### src/kpt_pkg.sv
// Package for the keyed position table: request, status and position-kind codes,
// controller states, command and status structs. No dependencies.
`timescale 1ns / 1ps
`default_nettype none
package kpt_pkg;
  localparam logic [2:0] REQ_ADD    = 3'd0;
  localparam logic [2:0] REQ_LOOKUP = 3'd1;
  localparam logic [2:0] REQ_REMOVE = 3'd2;
  localparam logic [2:0] REQ_PRUNE  = 3'd3;
  localparam logic [2:0] REQ_NEXT   = 3'd4;

  localparam logic [1:0] ST_OK   = 2'd0;
  localparam logic [1:0] ST_FULL = 2'd1;
  localparam logic [1:0] ST_MISS = 2'd2;

  localparam logic [2:0] NONE     = 3'd0;
  localparam logic [2:0] ESTIMATE = 3'd1;
  localparam logic [2:0] UNKNOWN  = 3'd2;
  localparam logic [2:0] KNOWN    = 3'd3;
  localparam logic [2:0] FIXED    = 3'd4;

  localparam int REC_W = 16 + 3 + 32 + 32 + 16 + 16;

  typedef enum logic [2:0] {
    S_IDLE, S_SCAN, S_WAIT, S_FILL, S_DONE, S_OUT
  } state_t;

  typedef struct packed {
    logic load;      // latch request word, reset scan
    logic scan;      // examine one slot (read data present)
    logic fill;      // allocate first free slot for add
    logic finish;    // resolve result, issue RAM read of found slot
    logic capture;   // latch output word
  } cmd_t;

  typedef struct packed {
    logic scan_end;  // last slot examined or early stop
  } sts_t;
endpackage
`default_nettype wire

### src/kpt_ram.sv
// Generic single-port-write, single-read RAM with registered read data.
// No dependencies.
`timescale 1ns / 1ps
`default_nettype none
module kpt_ram #(
  parameter int WIDTH = 8,
  parameter int DEPTH = 16
) (
  input  wire logic                     clk,
  input  wire logic                     we,
  input  wire logic [$clog2(DEPTH)-1:0] waddr,
  input  wire logic [WIDTH-1:0]         wdata,
  input  wire logic [$clog2(DEPTH)-1:0] raddr,
  output logic      [WIDTH-1:0]         rdata
);
  logic [WIDTH-1:0] mem [DEPTH];
  always_ff @(posedge clk) begin
    if (we) mem[waddr] <= wdata;
    rdata <= mem[raddr];
  end
endmodule
`default_nettype wire

### src/kpt_ctrl.sv
// Controller for the keyed position table: sequences the slot scan.
// Depends on kpt_pkg.
`timescale 1ns / 1ps
`default_nettype none
module kpt_ctrl (
  input  wire logic        clk,
  input  wire logic        rst_n,
  input  wire logic        in_valid,
  output logic             in_ready,
  output logic             out_valid,
  input  wire logic        out_ready,
  input  wire logic        need_fill,
  input  kpt_pkg::sts_t    sts,
  output kpt_pkg::cmd_t    cmd
);
  kpt_pkg::state_t state_r, state_nxt;

  always_ff @(posedge clk) begin
    if (!rst_n) state_r <= kpt_pkg::S_IDLE;
    else        state_r <= state_nxt;
  end

  always_comb begin
    state_nxt = state_r;
    case (state_r)
      kpt_pkg::S_IDLE: if (in_valid) state_nxt = kpt_pkg::S_WAIT;
      kpt_pkg::S_WAIT: state_nxt = kpt_pkg::S_SCAN;
      kpt_pkg::S_SCAN: if (sts.scan_end) state_nxt = need_fill ? kpt_pkg::S_FILL
                                                               : kpt_pkg::S_DONE;
      kpt_pkg::S_FILL: state_nxt = kpt_pkg::S_DONE;
      kpt_pkg::S_DONE: state_nxt = kpt_pkg::S_OUT;
      kpt_pkg::S_OUT:  if (out_ready) state_nxt = kpt_pkg::S_IDLE;
      default:         state_nxt = kpt_pkg::S_IDLE;
    endcase
  end

  always_comb begin
    cmd = '0;
    in_ready = 1'b0;
    out_valid = 1'b0;
    case (state_r)
      kpt_pkg::S_IDLE: begin
        in_ready = 1'b1;
        cmd.load = in_valid;
      end
      kpt_pkg::S_SCAN: cmd.scan = 1'b1;
      kpt_pkg::S_FILL: cmd.fill = 1'b1;
      kpt_pkg::S_DONE: cmd.capture = 1'b1;
      kpt_pkg::S_OUT:  out_valid = 1'b1;
      default: ;
    endcase
    cmd.finish = (state_r == kpt_pkg::S_SCAN && sts.scan_end && !need_fill) ||
                 state_r == kpt_pkg::S_FILL;
  end
endmodule
`default_nettype wire

### src/kpt_dp.sv
// Datapath for the keyed position table: valid bits, record RAM, scan counter,
// match logic and result register. Depends on kpt_pkg and kpt_ram.
`timescale 1ns / 1ps
`default_nettype none
module kpt_dp #(
  parameter int TABLE_DEPTH = 16
) (
  input  wire logic               clk,
  input  wire logic               rst_n,
  input  wire logic               cfg_we,
  input  wire logic [15:0]        cfg_wdata,
  input  wire logic [2:0]         in_req_type,
  input  wire logic [15:0]        in_entry_id,
  input  wire logic [2:0]         in_pos_kind,
  input  wire logic signed [31:0] in_x_mm,
  input  wire logic signed [31:0] in_y_mm,
  input  wire logic [15:0]        in_epoch_value,
  input  wire logic [15:0]        in_pos_err,
  input  wire logic [3:0]         in_start_index,
  input  kpt_pkg::cmd_t           cmd,
  output kpt_pkg::sts_t           sts,
  output logic                    need_fill,
  output logic [1:0]              out_status,
  output logic                    out_hit,
  output logic [3:0]              out_slot_index,
  output logic [15:0]             out_id,
  output logic [2:0]              out_kind,
  output logic signed [31:0]      out_x_mm,
  output logic signed [31:0]      out_y_mm,
  output logic [15:0]             out_epoch,
  output logic [15:0]             out_pos_err,
  output logic [4:0]              entries_used
);
  localparam int AW = (TABLE_DEPTH > 1) ? $clog2(TABLE_DEPTH) : 1;
  localparam int CW = $clog2(TABLE_DEPTH + 1);
  localparam int RW = kpt_pkg::REC_W;

  logic [15:0] prune_age_r;
  logic [TABLE_DEPTH-1:0] valid_r, valid_nxt;
  logic [CW-1:0] count_r, count_nxt;
  logic [2:0]  req_r;
  logic [15:0] id_r, ep_r, err_r, min_ep_r;
  logic [2:0]  kind_r;
  logic [31:0] x_r, y_r;
  logic [4:0]  start_r;
  logic [AW:0] idx_r;          // slot address of read data in flight
  logic        found_r;
  logic [AW-1:0] f_r;
  logic        writing_r;

  logic          we;
  logic [AW-1:0] raddr, waddr;
  logic [RW-1:0] rdata, wdata;
  logic [15:0]   r_id, r_ep;
  logic [2:0]    r_kind;

  kpt_ram #(.WIDTH(RW), .DEPTH(TABLE_DEPTH)) u_ram (
    .clk(clk), .we(we), .waddr(waddr), .wdata(wdata), .raddr(raddr), .rdata(rdata)
  );

  assign r_id   = rdata[RW-1 -: 16];
  assign r_kind = rdata[RW-17 -: 3];
  assign r_ep   = rdata[31:16];

  logic [AW-1:0] slot;
  logic          sval, match, last;
  assign slot = idx_r[AW-1:0];
  assign sval = valid_r[slot];
  assign last = (idx_r == (AW+1)'(TABLE_DEPTH - 1));

  always_comb begin
    match = 1'b0;
    case (req_r)
      kpt_pkg::REQ_ADD: match = sval && r_id == id_r && r_kind == kind_r;
      kpt_pkg::REQ_LOOKUP, kpt_pkg::REQ_REMOVE: match = sval && r_id == id_r;
      kpt_pkg::REQ_NEXT: match = sval && ({{(5 > AW ? 5 - AW : 0){1'b0}}, slot} >=
                                           start_r[4:0]);
      default: match = 1'b0;
    endcase
  end

  // first free slot (lowest index with its valid bit clear; used by the add fill)
  logic          free_ok;
  logic [AW-1:0] free_i;
  always_comb begin
    free_ok = 1'b0;
    free_i = '0;
    for (int i = TABLE_DEPTH - 1; i >= 0; i--)
      if (!valid_r[i]) begin
        free_ok = 1'b1;
        free_i = AW'(i);
      end
  end

  assign sts.scan_end = last || (match && !found_r);
  assign need_fill = (req_r == kpt_pkg::REQ_ADD) && !found_r && !match;

  logic prune_drop;
  assign prune_drop = req_r == kpt_pkg::REQ_PRUNE && prune_age_r != 16'd0 && sval &&
                      (r_ep < min_ep_r || r_ep > ep_r);

  // hold the read address on the current slot until the scan advances
  assign raddr = cmd.finish ? (cmd.fill ? free_i :
                               ((match && !found_r) ? slot : f_r))
                            : (cmd.load ? '0 :
                               (cmd.scan ? AW'(idx_r + 1'b1) : slot));
  assign we = writing_r;
  assign waddr = f_r;
  assign wdata = {id_r, kind_r, x_r, y_r, ep_r, err_r};

  logic [1:0] st_r;
  logic       hit_r, rec_r;

  always_comb begin
    valid_nxt = valid_r;
    count_nxt = count_r;
    if (cmd.scan && prune_drop) begin
      valid_nxt[slot] = 1'b0;
      count_nxt = count_r - 1'b1;
    end
    if (cmd.finish && !cmd.fill && req_r == kpt_pkg::REQ_REMOVE &&
        (found_r || match)) begin
      valid_nxt[(match && !found_r) ? slot : f_r] = 1'b0;
      count_nxt = count_r - 1'b1;
    end
    if (cmd.fill && free_ok && count_r < CW'(TABLE_DEPTH)) begin
      valid_nxt[free_i] = 1'b1;
      count_nxt = count_r + 1'b1;
    end
  end

  always_ff @(posedge clk) begin
    if (!rst_n) begin
      prune_age_r <= '0;
      valid_r <= '0;
      count_r <= '0;
      writing_r <= 1'b0;
    end else begin
      if (cfg_we) prune_age_r <= cfg_wdata;
      valid_r <= valid_nxt;
      count_r <= count_nxt;
      writing_r <= cmd.finish && req_r == kpt_pkg::REQ_ADD &&
                   (!cmd.fill || (free_ok && count_r < CW'(TABLE_DEPTH)));
    end
  end

  always_ff @(posedge clk) begin
    if (cmd.load) begin
      req_r <= in_req_type; id_r <= in_entry_id; kind_r <= in_pos_kind;
      x_r <= in_x_mm; y_r <= in_y_mm; ep_r <= in_epoch_value;
      err_r <= in_pos_err; start_r <= {1'b0, in_start_index};
      min_ep_r <= in_epoch_value - prune_age_r;
      idx_r <= '0; found_r <= 1'b0;
    end
    if (cmd.scan) begin
      idx_r <= idx_r + 1'b1;
      if (match && !found_r) begin
        found_r <= 1'b1;
        f_r <= slot;
      end
    end
    if (cmd.finish) begin
      // resolve status; f_r now names the slot read in the next cycle
      hit_r <= 1'b0; rec_r <= 1'b0; st_r <= kpt_pkg::ST_MISS;
      if (cmd.fill) begin
        f_r <= free_i;
        if (free_ok && count_r < CW'(TABLE_DEPTH)) begin
          st_r <= kpt_pkg::ST_OK; rec_r <= 1'b1;
        end else st_r <= kpt_pkg::ST_FULL;
      end else begin
        case (req_r)
          kpt_pkg::REQ_PRUNE: st_r <= kpt_pkg::ST_OK;
          kpt_pkg::REQ_ADD, kpt_pkg::REQ_LOOKUP, kpt_pkg::REQ_REMOVE,
          kpt_pkg::REQ_NEXT:
            if (found_r || match) begin
              st_r <= kpt_pkg::ST_OK; hit_r <= 1'b1; rec_r <= 1'b1;
            end
          default: st_r <= kpt_pkg::ST_MISS;
        endcase
      end
    end
    if (cmd.capture) begin
      out_status <= st_r;
      out_hit <= hit_r;
      entries_used <= 5'(count_r);
      if (rec_r && req_r == kpt_pkg::REQ_ADD) begin
        out_slot_index <= 4'(f_r);
        {out_id, out_kind, out_x_mm, out_y_mm, out_epoch, out_pos_err} <= wdata;
      end else if (rec_r) begin
        out_slot_index <= 4'(f_r);
        {out_id, out_kind, out_x_mm, out_y_mm, out_epoch, out_pos_err} <= rdata;
      end else begin
        out_slot_index <= '0;
        {out_id, out_kind, out_x_mm, out_y_mm, out_epoch, out_pos_err} <= '0;
      end
    end
  end
endmodule
`default_nettype wire

### src/keyed_position_table_with_aging.sv
// Top level of the keyed position table with aging.
// Depends on kpt_pkg, kpt_ctrl, kpt_dp (and kpt_ram through kpt_dp).
//
// Usage:
//   Requests enter as one word on in_* (valid/ready); each produces exactly one
//   result word on out_* (valid/ready). cfg_we writes prune_age; the user must
//   write it only while the block is idle (the block does not enforce this);
//   zero disables pruning. Sequence: after acceptance the block waits for the
//   first RAM read, scans the table one slot per cycle, fills a new slot for an
//   add that found no match, then captures and presents the result. Lookup,
//   remove, add-update and next stop at the first match; a request with no
//   match, and every prune, scans the whole table. The scan is set by the
//   single read port of the record RAM. Throughput: one word at a time;
//   in_ready is high only while no request is in flight and returns the cycle
//   after the result is taken.
//   When the receiver stalls, hold the result word in the output register
//   and accept nothing until it is taken.
//   Reset (rst_n low, synchronous): clear all valid bits, the entry count and
//   prune_age; record contents are left as they are, since an invalid slot is
//   never returned.
//   Prune compares each epoch against (current - prune_age) mod 2^16 and
//   also drops entries whose epoch lies after the current epoch.
`timescale 1ns / 1ps
`default_nettype none
module keyed_position_table_with_aging #(
  parameter int TABLE_DEPTH = 16
) (
  input  wire logic               clk,
  input  wire logic               rst_n,
  input  wire logic               cfg_we,
  input  wire logic [15:0]        cfg_wdata,
  input  wire logic               in_valid,
  output logic                    in_ready,
  input  wire logic [2:0]         in_req_type,
  input  wire logic [15:0]        in_entry_id,
  input  wire logic [2:0]         in_pos_kind,
  input  wire logic signed [31:0] in_x_mm,
  input  wire logic signed [31:0] in_y_mm,
  input  wire logic [15:0]        in_epoch_value,
  input  wire logic [15:0]        in_pos_err,
  input  wire logic [3:0]         in_start_index,
  output logic                    out_valid,
  input  wire logic               out_ready,
  output logic [1:0]              out_status,
  output logic                    out_hit,
  output logic [3:0]              out_slot_index,
  output logic [15:0]             out_id,
  output logic [2:0]              out_kind,
  output logic signed [31:0]      out_x_mm,
  output logic signed [31:0]      out_y_mm,
  output logic [15:0]             out_epoch,
  output logic [15:0]             out_pos_err,
  output logic [4:0]              out_entries_used
);
  kpt_pkg::cmd_t cmd;
  kpt_pkg::sts_t sts;
  logic          need_fill;

  // sequence: load, scan one slot per cycle, optional free-slot fill, output
  kpt_ctrl u_ctrl (
    .clk(clk), .rst_n(rst_n), .in_valid(in_valid), .in_ready(in_ready),
    .out_valid(out_valid), .out_ready(out_ready), .need_fill(need_fill),
    .sts(sts), .cmd(cmd)
  );

  kpt_dp #(.TABLE_DEPTH(TABLE_DEPTH)) u_dp (
    .clk(clk), .rst_n(rst_n), .cfg_we(cfg_we), .cfg_wdata(cfg_wdata),
    .in_req_type(in_req_type), .in_entry_id(in_entry_id), .in_pos_kind(in_pos_kind),
    .in_x_mm(in_x_mm), .in_y_mm(in_y_mm), .in_epoch_value(in_epoch_value),
    .in_pos_err(in_pos_err), .in_start_index(in_start_index),
    .cmd(cmd), .sts(sts), .need_fill(need_fill),
    .out_status(out_status), .out_hit(out_hit), .out_slot_index(out_slot_index),
    .out_id(out_id), .out_kind(out_kind), .out_x_mm(out_x_mm), .out_y_mm(out_y_mm),
    .out_epoch(out_epoch), .out_pos_err(out_pos_err),
    .entries_used(out_entries_used)
  );
endmodule
`default_nettype wire

### config.mk
export PLATFORM = sky130hd
export DESIGN_NAME = keyed_position_table_with_aging
export DESIGN_NICKNAME = d
export VERILOG_FILES = /design/src/kpt_pkg.sv /design/src/kpt_ram.sv /design/src/kpt_ctrl.sv /design/src/kpt_dp.sv /design/src/keyed_position_table_with_aging.sv
export SDC_FILE = /design/constraint.sdc
export NUM_CORES = 2
export LEC_CHECK = 0
export BUFFER_PORTS_ARGS = -buffer_cell sky130_fd_sc_hd__buf_2
export CAP_MARGIN = 40
export CORE_ASPECT_RATIO = 1.25
export CORE_MARGIN = 3
export CORE_UTILIZATION = 40
export CTS_BUF_LIST = sky130_fd_sc_hd__clkbuf_8
export DETAILED_ROUTE_END_ITERATION = 7
export HOLD_SLACK_MARGIN = 0.1
export PLACE_DENSITY = 0.61
export SLEW_MARGIN = 5
export SYNTH_ARGS = -nofsm -noshare
export SYNTH_HDL_FRONTEND = slang
export SYNTH_HIERARCHICAL = 1
export SYNTH_SLANG_ARGS = --single-unit
export TNS_END_PERCENT = 30
### constraint.sdc
create_clock -name clk -period 32.3 [get_ports clk]
set_input_delay 6.46 -clock clk [delete_from_list [all_inputs] [get_ports clk]]
set_output_delay 6.46 -clock clk [all_outputs]
set_load 0.02 [all_outputs]
==> results.yml <==
synthesis:
  synth_nets: 4470
  synthTopCellsByCount: "edfxtp_1 (2114), mux4_2 (460), nand2_1 (382)"
  synth-seq-area-share_pct: 77.2
  ys_seq_elements: 2275
  netlist_area_mm2: 0.0864
  synthFlopType: "edfxtp_1"
  synth-edff-count: 2114
  netlist_instances: 4267
  synth_area_leader_cell: "edfxtp_1"
  ys_warn_count: 6
  synthArstFlopShare_pct: 0
  synth.distinct_cells: 79
  yosysMostFrequentCell: "edfxtp_1"
  synth_top_area_share_pct: 73.5
  syn_avg_cell_area_um2: 20.3
  ys_top_cells_by_area: "edfxtp_1 (73%), mux4_2 (12%), dfxtp_1 (3.7%), a22oi_1 (2.0%), nand2_1 (1.7%)"
detailed_routing:
  avgViaCountPerCell: 5.47
  wirelength_mm: 218
  num_vias: 43800
  avgRoutedWirePerCell_um: 27.3
  first_iter_violations: 4036
  drc: 0
  dr.pass1.iters: 5
  detail-route-antenna-nets: 0
sta:
  rsz0062_at_grt: "false"
  fin_setup_tns_ns: 0
  clock_skew_ns: 0.0940
  finalHoldViolations: 0
  worst_pin_slew_ns: 1.07
  fin_crit_sh_pct: 31.6
  slew_headroom_pct: 28.4
  fin_crit_ns: 10.21
  setup_viol: 0
  fmax_mhz: 97.9
  drv_slew: 0
clock_tree:
  worstSkewPairLatency_ns: 1.07
  cts_tree: "done"
  postCtsResizedCells: 0
  cts.path.max_buffers: 4
  cts_setup_buffers: 0
  hold_buffers: 0
  cts_buffers: 369
  cts.reportedPaths.clkPinSlew_ns: 0.06
  cts-root-buf: "clkbuf_8"
  ctsHtreeMaxLevel: 5
  clock-sinks: 2275
floorplan:
  initial_core_util_pct: 40.3
  ios: 272
  chipWidth_um: 422
  die_h_um: 526
  die_area_mm2: 0.222
  fp-row-count: 190
  coreArea_mm2: 0.215
worst_hold_path:
  hold_depth: 0
  hp-class: "flop to flop"
global_route:
  grt_max_degree: 152
  grt.total_usage_pct: 19.5
  antenna_found_initial: 15
  grt_pass1_wl_mm: 317
  grt-ovfl-total: 0
  grt_pass1_vias: 45900
worst_setup_path:
  end_kind: "flop"
  cp.depth: 15
  cpLargestDelayFamily: "buffers and inverters"
  critical_path_buf_inv_count: 6
  startpoint_type: "input port"
  path_class: "input port to flop"
  reg2reg_depth: 26
  slowest_stage: "buf_12"
  slowest_delay_ns: 0.73
  cp_max_fo: 113
  path_cells: "buf_2 > nand2b_1 > nor3_2 > buf_4 > or2_2 > nor2_1 > o31ai_1 > o21ai_4 > buf_12 > buf_12 > buf_4 > buf_16 > mux4_2 > a22oi_1 > nand2_1"
  critical_path_required_ns: 33.19
  arrival_ns: 11.10
power:
  p_per_area_mw_per_mm2: 72.1
  p_comb_share_pct: 16.3
  sw_frac_of_total_pct: 26.5
  p_leak_nw: 32.7
  p_sw_mw: 1.89
  vdd_drop_max_v: 0.000101
  p_int_mw: 5.25
  seqPwrFrac_pct: 49.7
  clock_power_share_pct: 34.0
status:
  status: "completed"
final_layout:
  fin_nets: 5022
  post_route_cells_drive_above_1_share_pct: 27.1
  finalInstanceArea_mm2: 0.0991
  area_growth_syn_to_layout_pct: 14.7
  n_fill_cell: 18000
place:
  placed_cell_area_mm2: 0.0919
  place.gp.congestion: 0.850
  port_buffers: 271
  dpl.hpwl_mm: 117
run:
  maxCapViolations: 0
-- per-layer routing --
layer  track usage (%)  share of wire (%)  up-vias  wire [um]
met5                 0             0.0046        -         10
met4              6.65                3.0        2       6450
met3              3.97                7.3      379      15900
met2              32.7                 50     1792     110000
met1              25.4                 39    23000      86100
li1                  -                  -    18600          -
-- registers in the layout, summed over array words and instances, names as in the netlist, 32 cells and up --
name              flops
u_dp/out_x_mm        32
u_dp/y_r             32
u_dp/out_y_mm        32
u_dp/x_r             32
u_dp/u_ram/mem     1840
u_dp/u_ram/rdata    115
-- through the flow --
step	power [mW]	util, %	worst slack [ns]	hold slack (ns)	std cells
2_1_floorplan	4.44	-	13.55	0.400	4267
3_3_place_gp	4.77	42.5	20.63	0.406	7296
3_5_place_dp	4.80	42.8	20.90	0.406	7328
4_1_cts	7.24	46.2	22.04	0.419	7996
5_1_grt	7.47	46.2	21.60	0.440	7999
6_report	7.15	46.2	22.09	0.431	8000
-- cells in the final DEF, fill, tap and decap left out, types with 10 or more instances in the layout --
master / n
buf_4: 85
o211ai_1: 13
clkbuf_8: 422
a21oi_1: 29
a211oi_1: 16
buf_12: 15
nand3_1: 17
nor2b_1: 18
a21o_1: 12
inv_1: 193
dfxtp_1: 161
xor2_1: 11
nand2_1: 382
clkinv_1: 69
o21ai_0: 19
nand2b_1: 12
bufinv_16: 15
edfxtp_1: 2114
xnor2_1: 25
buf_2: 276
clkinv_2: 43
nand4_1: 18
nor2_1: 61
a22oi_1: 230
nor4_1: 10
buf_16: 17
mux2i_1: 25
mux4_2: 460
a21boi_0: 118
nor2_4: 13
ha_1: 58
nor3_1: 17
-- power by group through the flow --
stage	Clock (mW)	Sequential (mW)	Combinational (mW)
floorplan	0	3.58	0.857
global placement	0	3.61	1.16
detailed placement	0	3.61	1.19
CTS	2.50	3.55	1.19
global route	2.63	3.57	1.27
finish	2.43	3.55	1.17
-- layout make-up --
type	instances	area, um^2	area share (%)
Sequential cell	2275	66700	67.3
Multi-Input combinational cell	1699	18500	18.6
Clock buffer	422	5810	5.86
Tap cell	2880	3600	3.64
Timing Repair Buffer	394	2800	2.83
Clock inverter	246	1400	1.41
Inverter	80	300	0.303
Antenna cell	4	10.0	0.0101
-- kinds of logic after synthesis --
kind of cell / after synthesis / share of synthesized area, %
mux: 491 / 12.4
xor+xnor: 36 / 0.365
flops: 2275 / 77.2
buf+inv: 293 / 1.66
fa+ha+maj: 60 / 0.886
simple gates: 599 / 3.01
compound gates: 513 / 4.44
-- path summary, 6_finish.rpt --
kind / slack (ns) / from / end
worst max-delay path: 22.09 / in_valid / u_dp/u_ram/rdata[50]$_DFF_P_
worst min-delay path: 0.43 / u_dp/st_r[0]$_DFFE_PP_ / u_dp/out_status[0]$_DFFE_PP_
worst max register to register: 24.77 / u_dp/idx_r[0]$_SDFFCE_PN0P_ / u_dp/u_ram/rdata[50]$_DFF_P_
worst min register to register: 0.43 / u_dp/st_r[0]$_DFFE_PP_ / u_dp/out_status[0]$_DFFE_PP_
No activity file was read; power rests on OpenSTA's default activity.
